`config.mk`:
```
export PLATFORM = sky130hd
export DESIGN_NAME = fifo_handoff_lock
export DESIGN_NICKNAME = d
export VERILOG_FILES = /design/src/fhl_pkg.sv /design/src/fifo_handoff_lock.sv
export SDC_FILE = /design/constraint.sdc
export NUM_CORES = 1
export LEC_CHECK = 0
export ABC_AREA = 0
export BUFFER_PORTS_ARGS = -buffer_cell sky130_fd_sc_hd__buf_4
export CORE_UTILIZATION = 60
export CTS_BUF_LIST = sky130_fd_sc_hd__clkbuf_8
export DETAILED_ROUTE_END_ITERATION = 8
export GPL_TIMING_DRIVEN = 1
export HOLD_SLACK_MARGIN = 0.03
export MAX_ROUTING_LAYER = met4
export PLACE_DENSITY = 0.74
export SYNTH_ARGS = -nofsm -noshare
export SYNTH_HDL_FRONTEND = slang
export SYNTH_SLANG_ARGS = --single-unit
```
`constraint.sdc`:
```
create_clock -name i_clk -period 3.9 [get_ports i_clk]
set_input_delay 0.78 -clock i_clk [delete_from_list [all_inputs] [get_ports i_clk]]
set_output_delay 0.78 -clock i_clk [all_outputs]
set_load 0.05 [all_outputs]
```
`src/fhl_pkg.sv`:
```
package fhl_pkg;

    localparam int QUEUE_DEPTH = 16;
    localparam int PTR_W       = $clog2(QUEUE_DEPTH);
    localparam int CNT_W       = $clog2(QUEUE_DEPTH + 1);
    localparam int ID_W        = 32;

    typedef logic [PTR_W-1:0] t_ptr;
    typedef logic [CNT_W-1:0] t_cnt;
    typedef logic [ID_W-1:0]  t_id;

    typedef enum logic {
        REQ_LOCK   = 1'b0,
        REQ_UNLOCK = 1'b1
    } t_req;

    typedef enum logic {
        ST_IDLE,
        ST_EXEC
    } t_state;

    localparam t_ptr PTR_LAST  = t_ptr'(QUEUE_DEPTH - 1);
    localparam t_cnt CNT_FULL  = t_cnt'(QUEUE_DEPTH);
    localparam t_id  ID_NONE   = '0;

endpackage

```
`src/fifo_handoff_lock.sv`:
```
// Lock unit with a first-come waiter queue of fhl_pkg::QUEUE_DEPTH entries. A request is
// taken when start is high and busy is low; its result sits on the o_ ports for exactly
// one cycle with o_strobe high, starting one cycle after the request is taken, and must be
// captured at the edge that ends that cycle, the second edge after the request is taken,
// since the block cannot be stalled. busy stays high for the one cycle after a request
// is taken, so a new request may be taken every second cycle: that cycle waits for the
// registered read of the waiter memory, which holds the ids of queued threads. A lock on a
// free lock grants at once, a lock on a held lock joins the queue or, if the queue is full,
// is dropped with o_queue_full_error; an unlock pops the oldest waiter and hands the lock to
// it (o_wake_valid, o_wake_thread), or frees the lock when nobody waits. Unlock does not check
// the caller. Thread id zero on a lock is ignored.
module fifo_handoff_lock (
    input  logic             i_clk,
    input  logic             i_rst_n,
    input  logic             start,
    output logic             busy,
    input  logic             i_req_type,
    input  fhl_pkg::t_id     i_thread_id,
    output logic             o_strobe,
    output logic             o_granted,
    output logic             o_queued,
    output logic             o_queue_full_error,
    output logic             o_wake_valid,
    output fhl_pkg::t_id     o_wake_thread,
    output fhl_pkg::t_id     o_owner_now
);
    import fhl_pkg::*;

    t_id    r_mem [QUEUE_DEPTH];
    t_id    r_rd_data;

    t_state r_state, n_state;
    t_ptr   r_rd_ptr, n_rd_ptr;
    t_ptr   r_wr_ptr, n_wr_ptr;
    t_cnt   r_count, n_count;
    t_id    r_owner, n_owner;
    logic   r_strobe, n_strobe;

    logic   r_req_type;
    t_id    r_thread_id;

    logic   r_granted, n_granted;
    logic   r_queued, n_queued;
    logic   r_full_err, n_full_err;
    logic   r_wake_valid, n_wake_valid;
    t_id    r_wake_thread, n_wake_thread;
    logic   w_we;

    always_ff @(posedge i_clk) begin
        if (w_we) begin
            r_mem[r_wr_ptr] <= r_thread_id;
        end
        r_rd_data <= r_mem[r_rd_ptr];
    end

    always_ff @(posedge i_clk) begin
        if (!i_rst_n) begin
            r_state  <= ST_IDLE;
            r_rd_ptr <= '0;
            r_wr_ptr <= '0;
            r_count  <= '0;
            r_owner  <= ID_NONE;
            r_strobe <= 1'b0;
        end else begin
            r_state  <= n_state;
            r_rd_ptr <= n_rd_ptr;
            r_wr_ptr <= n_wr_ptr;
            r_count  <= n_count;
            r_owner  <= n_owner;
            r_strobe <= n_strobe;
        end
    end

    always_ff @(posedge i_clk) begin
        if (start && !busy) begin
            r_req_type  <= i_req_type;
            r_thread_id <= i_thread_id;
        end
        r_granted     <= n_granted;
        r_queued      <= n_queued;
        r_full_err    <= n_full_err;
        r_wake_valid  <= n_wake_valid;
        r_wake_thread <= n_wake_thread;
    end

    always_comb begin
        n_state       = r_state;
        n_rd_ptr      = r_rd_ptr;
        n_wr_ptr      = r_wr_ptr;
        n_count       = r_count;
        n_owner       = r_owner;
        n_strobe      = 1'b0;
        n_granted     = 1'b0;
        n_queued      = 1'b0;
        n_full_err    = 1'b0;
        n_wake_valid  = 1'b0;
        n_wake_thread = ID_NONE;
        w_we          = 1'b0;
        case (r_state)
            ST_IDLE: begin
                if (start) begin
                    n_state = ST_EXEC;
                end
            end
            ST_EXEC: begin
                n_state  = ST_IDLE;
                n_strobe = 1'b1;
                if (r_req_type == REQ_LOCK) begin
                    if (r_thread_id != ID_NONE) begin
                        if (r_owner == ID_NONE) begin
                            n_owner   = r_thread_id;
                            n_granted = 1'b1;
                        end else if (r_count >= CNT_FULL) begin
                            n_full_err = 1'b1;
                        end else begin
                            w_we     = 1'b1;
                            n_wr_ptr = (r_wr_ptr == PTR_LAST) ? '0 : r_wr_ptr + t_ptr'(1);
                            n_count  = r_count + t_cnt'(1);
                            n_queued = 1'b1;
                        end
                    end
                end else begin
                    if (r_count == '0) begin
                        n_owner = ID_NONE;
                    end else begin
                        n_rd_ptr      = (r_rd_ptr == PTR_LAST) ? '0 : r_rd_ptr + t_ptr'(1);
                        n_count       = r_count - t_cnt'(1);
                        n_owner       = r_rd_data;
                        n_wake_valid  = 1'b1;
                        n_wake_thread = r_rd_data;
                    end
                end
            end
            default: begin
                n_state = ST_IDLE;
            end
        endcase
    end

    assign busy               = (r_state != ST_IDLE);
    assign o_strobe           = r_strobe;
    assign o_granted          = r_granted;
    assign o_queued           = r_queued;
    assign o_queue_full_error = r_full_err;
    assign o_wake_valid       = r_wake_valid;
    assign o_wake_thread      = r_wake_thread;
    assign o_owner_now        = r_owner;

endmodule

```
# --- Word-level counts from Yosys, hierarchy flattened ---
# Memory sizes are Yosys's and may differ from the RTL's. A register that Yosys moved wholly into a read port is not among the register bits.
# Index checks and enable logic that the tools add are counted.
classes:
  n_lt_le_gt_ge: 1
  div_mod_pow: 0
  bitwise_logic: 6
  add_sub_neg: 4
  mux: 24
  n_eq_ne: 5
  multipliers: 0
  reduce_logical: 14
  n_shift: 0
op_table:
  columns: ["operator", "count"]
  rows:
  - ["32-bit two-way mux", 4]
  - ["32-bit logical NOT", 1]
  - ["32-bit nonzero test", 1]
  - ["5-bit two-way mux", 5]
  - ["1-bit two-way mux", 12]
  - ["5-bit AND reduction", 2]
  - ["4-bit by 1-bit adder with 4-bit output, second input constant", 2]
  - ["4-bit == test, second input constant", 2]
  - ["4-bit two-way mux", 2]
  - ["2-bit != test, second input constant", 3]
  - ["1-bit inverter", 6]
  - ["3-bit AND reduction", 2]
  - ["5-bit by 1-bit adder with 5-bit output, second input constant", 1]
  - ["5-bit >= comparator, second input constant", 1]
  - ["5-bit logical NOT", 1]
  - ["5-bit by 1-bit subtractor with 5-bit output, second input constant", 1]
  - ["2-bit nonzero test", 2]
  - ["4-bit OR reduction", 1]
  - ["3-bit OR reduction", 1]
  - ["1-bit one-hot mux with 2 select lines", 1]
  - ["2-bit AND reduction", 1]
  - ["1-bit logical AND", 1]
  - ["1-bit logical NOT", 1]
word_totals:
  ramBits: 512
  memories: 1
  elab_cells: 68
  romBits: 0
  inputBits: 36
  latch_bits: 0
  register_bits: 116
memory_table:
  columns: ["name", "depth", "width", "read_ports", "rd_clocked_by_memory_dff", "wr", "line_no", "source"]
  rows:
  - ["r_mem", 16, 32, 1, 1, 1, "fifo_handoff_lock.sv:29", "t_id r_mem [QUEUE_DEPTH];"]

# --- Longest topological paths before layout ---
depth:
  word_depth: 8
  depth_mapped: 10
  mapped_depth_nobuf: 7

# --- Worst setup path before layout ---
# Ideal clock, no wire load.
synth_timing:
  kind: "reg2reg"
  start: "register r_state (netlist: busy)"
  end: "memory r_mem[13][0] (netlist name), enable pin"
  path_slack_ps: 948
  required_time_ps: 3508
  stages_incl_launch_ff: 7
  synth_period_minus_slack_ps: 2952
  arrival_time_ps: 2560
  path_buffers: 1
  cell_sequence: "dfxtp_1 inv_2 nor2_1 o21ai_1 nor3_1 buf_2 and3_1"
synth_between:
  elab_chain_len: 3
synth_lines:
  columns: ["item", "line_no", "source"]
  rows:
  - ["start: declaration", "fifo_handoff_lock.sv:32", "t_state r_state, n_state;"]
  - ["start signal: assignment", "fifo_handoff_lock.sv:65", "r_state <= n_state;"]
  - ["1-bit two-way mux", null, null]
  - ["1-bit two-way mux", "fifo_handoff_lock.sv:50", "if (w_we) begin"]
  - ["1-bit two-way mux (not written as such)", "fifo_handoff_lock.sv:51", "r_mem[r_wr_ptr] <= r_thread_id;"]
  - ["end: declaration", "fifo_handoff_lock.sv:29", null]
# No other way between the ends.

# --- Worst setup path in the final report ---
layout_timing:
  start: "register r_thread_id[23]"
  end: "memory r_mem[7][10] (netlist name), enable pin"
layout_between:
  elab_chain_len: 6
layout_lines:
  columns: ["item", "line_no", "source"]
  rows:
  - ["start: declaration", "fifo_handoff_lock.sv:40", "t_id r_thread_id;"]
  - ["start signal: assignment", "fifo_handoff_lock.sv:77", "r_thread_id <= i_thread_id;"]
  - ["32-bit nonzero test", "fifo_handoff_lock.sv:109", "if (r_thread_id != ID_NONE) begin"]
  - ["1-bit two-way mux", null, null]
  - ["1-bit two-way mux", "fifo_handoff_lock.sv:108", "if (r_req_type == REQ_LOCK) begin"]
  - ["1-bit two-way mux", null, null]
  - ["1-bit two-way mux", "fifo_handoff_lock.sv:50", null]
  - ["1-bit two-way mux (not written as such)", "fifo_handoff_lock.sv:51", null]
# No other way between the ends.

==> flow_summary_export.csv <==
group,metric,value,unit
yosys,synth_edf_count,545,
floorplanning,coreArea,40800,um^2
run,drv_cap,0,
pwr,leakage,9.46,nW
placed_design,gp_congestion,0.818,
sta,finalClockSkew,32.7,ps
detailed_routing,firstDrtPassIters,5,
critical_path,end_kind,"flop",
clock_network,clock_path_buffers,3,
yosys,async_reset_ff_share,0,%
detailed_routing,post_drt_via_cell_ratio,6.29,
clock_network,clk_pin_slew_worst_paths,60,ps
detailed_routing,routed_wl,55700,um
sta,relSlewSlack,28.8,%
pwr,combPwrFrac,6.8,%
hold_path,hold_class,"input port to flop",
clock_network,h-tree-depth,3,
detailed_routing,antenna_left,0,
pwr,pwr-share-seq,55.5,%
sta,holdWs,294,ps
pwr,intPower,0.0109,W
run_status,status,"completed",
yosys,ys_types,51,
yosys,ys_ff_latch,660,
grt,grt_usage,28.3,%
layout,n_fill_cell,2474,
clock_network,cts-hold-fix-buffers,0,
layout,regArea,18700,um^2
critical_path,crit_buf_inv,0,
yosys,syn-num-nets,1245,
sta,drv_slew,0,
clock_network,cts_resized,0,
pwr,ir_worst_vdd,289,uV
clock_network,insertion_delay,660,ps
layout,multi_input_area,5590,um^2
critical_path,cp-start-kind,"flop",
critical_path,crit_required,4150,ps
sta,tns,0,ps
layout,nets,1451,
layout,area_growth,14.6,%
floorplanning,num_rows,74,
yosys,synth.top_cell.area_share,66.0,%
sta,finalSetupViolCount,0,
floorplanning,ioPinCount,106,
critical_path,cp_data_arrival_time,3580,ps
clock_network,clockRootBuffer,"clkbuf_8",
layout,n_antenna_cell,0,
floorplanning,die_y,205,um
clock_network,cts_tree,"yes",
yosys,syn-instance-count,1200,
critical_path,max_stage_delay,990,ps
floorplanning,die_w,205,um
yosys,ys_top_cells_by_area,"edfxtp_1 (66%), mux4_2 (15%), dfxtp_1 (9.3%)",
grt,grt.overflow.total,0,
yosys,synth_top_flop_cell,"edfxtp_1",
sta,post-route-period-util,85.2,%
critical_path,crit_chain,"nor4_1, nand4_1, o21ai_1, nor4b_1, and2_2",
sta,max_freq,0.301,GHz
yosys,yosysWarnings,0,
sta,min_period,3320,ps
critical_path,path_class,"flop to flop",
grt,grt_pass1_vias,12700,
yosys,syn_avg_cell_area,20.7,um^2
floorplanning,initial_core_util,60.8,%
sta,worst_pin_slew,1070,ps
detailed_routing,drt-initial-drc-count,1472,
critical_path,cp_top_family,"simple AND/OR/NAND/NOR gates",
placed_design,port_buffers,105,
sta,final-hold-violation-count,0,
pwr,p_per_area,498,nW/um^2
yosys,synth_area,24800,um^2
grt,grt_max_degree,88,
placed_design,dp_hpwl,32300,um
clock_network,post_cts_buffers,0,
detailed_routing,via_count,12700,
yosys,ys_seq_area_share,75.2,%
grt,antenna_found_initial,0,
grt,grt_pass1_wl,81400,um
pwr,net-switching-power,0.00326,W
layout,drive_gt1_share,33.5,%
clock_network,numCtsBuffers,103,
critical_path,slowest_stage,"and2_2",
floorplanning,dieArea,42200,um^2
sta,rsz0062_at_grt,"false",
detailed_routing,wl_per_cell,27.6,um
detailed_routing,drc_errors,0,
critical_path,cp_max_fo,32,
clock_network,clock-sinks,660,
pwr,p_clk_share,37.7,%
yosys,synth_top_cell_by_area,"edfxtp_1",
pwr,sw_frac_of_total,23.0,%
[cell families after synthesis]
| group | Yosys count | share of synthesized area (%) |
|---|---|---|
| AO/OA/AOI/OAI | 122 | 4.04 |
| XOR/XNOR | 3 | 0.106 |
| buffers and inverters | 113 | 2.36 |
| adder cells (fa/ha/maj) | 9 | 0.484 |
| multiplexers | 165 | 14.7 |
| AND/OR/NAND/NOR | 128 | 3.04 |
| flip-flops | 660 | 75.2 |
[cells in the mapped netlist, drive strengths merged (2+ instances only)]
master	instances
edfxtp	545
mux4	160
dfxtp	115
a211oi	65
buf	47
and2	39
inv	39
a22o	32
clkbuf	25
nor4	18
and3	12
nand2	11
nor2	10
ha	8
nand3	6
nor3	6
nand4	5
a31oi	4
mux2i	4
nand2b	4
nor2b	4
o2111ai	4
or3	4
or4	4
a21o	3
a21oi	3
o21ai	3
xor2	3
and4	2
o211ai	2
[layout make-up]
cell class / count / area share, %
Inverter: 40 / 0.528
Tap cell: 532 / 2.34
Clock buffer: 117 / 5.66
Clock inverter: 69 / 1.09
Multi-Input combinational cell: 427 / 19.7
Sequential cell: 660 / 65.7
Timing Repair Buffer: 174 / 5.03
[routing by layer]
metal,global-route usage (%),wire [um],part of all wire (%),up-vias
met1,39.8,22900,41,6584
met4,9.74,1340,2.4,0
met5,-,0,0,-
met3,5.94,4830,8.7,88
met2,41.8,26600,48,648
li1,-,-,-,5380
[registers in the layout, summed over array words and instances, names as in the netlist]
register / flops
r_rd_data: 32
r_wr_ptr: 4
r_count: 5
busy: 1
r_thread_id: 32
r_rd_ptr: 4
o_strobe: 1
o_wake_valid: 1
r_req_type: 1
o_owner_now: 32
o_queue_full_error: 1
r_mem: 512
o_queued: 1
o_granted: 1
o_wake_thread: 32
[per-stage QoR]
stage	area, um^2	instances	total power (W)	util [%]	worst slack (ps)
finish	28400	2019	0.0142	69.6	578
global route	28400	2019	0.0146	69.6	217
CTS	28400	2019	0.0143	69.6	583
detailed placement	26500	1833	0.00897	64.9	600
global placement	26500	1833	0.00895	64.9	714
floorplan	24800	1200	0.00863	-	948
[cell usage in the layout (no fill, tap or decap), drive strengths merged, types with 5 or more instances in the layout]
cell / count
a22o: 32
clkinv: 16
nand3: 6
nand4: 5
ha: 8
and3: 12
mux4: 160
nand2: 11
and2: 39
nor2: 10
a211oi: 65
nor4: 18
inv: 90
clkbuf: 117
nor3: 6
buf: 174
dfxtp: 115
edfxtp: 545
[path summary, 6_finish.rpt]
| kind | start | to | slack (ps) | cells past startpoint |
|---|---|---|---|---|
| worst min-delay path | i_thread_id[4] | r_thread_id[4]$_DFFE_PP_ | 290 | 1 |
| worst max-delay path | r_thread_id[23]$_DFFE_PP_ | r_mem[7][10]$_DFFE_PP_ | 580 | 5 |
| worst min register to register | r_rd_data[20]$_DFF_P_ | o_wake_thread[20]$_SDFF_PN0_ | 460 | 1 |
| worst max register to register | r_thread_id[23]$_DFFE_PP_ | r_mem[7][10]$_DFFE_PP_ | 580 | 5 |
[power by group through the flow]
stage	Clock (W)	Sequential (W)	Combinational, W
floorplan	0	0.00811	0.000525
global route	0.00573	0.00787	0.00102
finish	0.00535	0.00786	0.000958
detailed placement	0	0.00801	0.000959
CTS	0.00543	0.00786	0.000963
global placement	0	0.00800	0.000951
(Power assumes the default switching activity.)
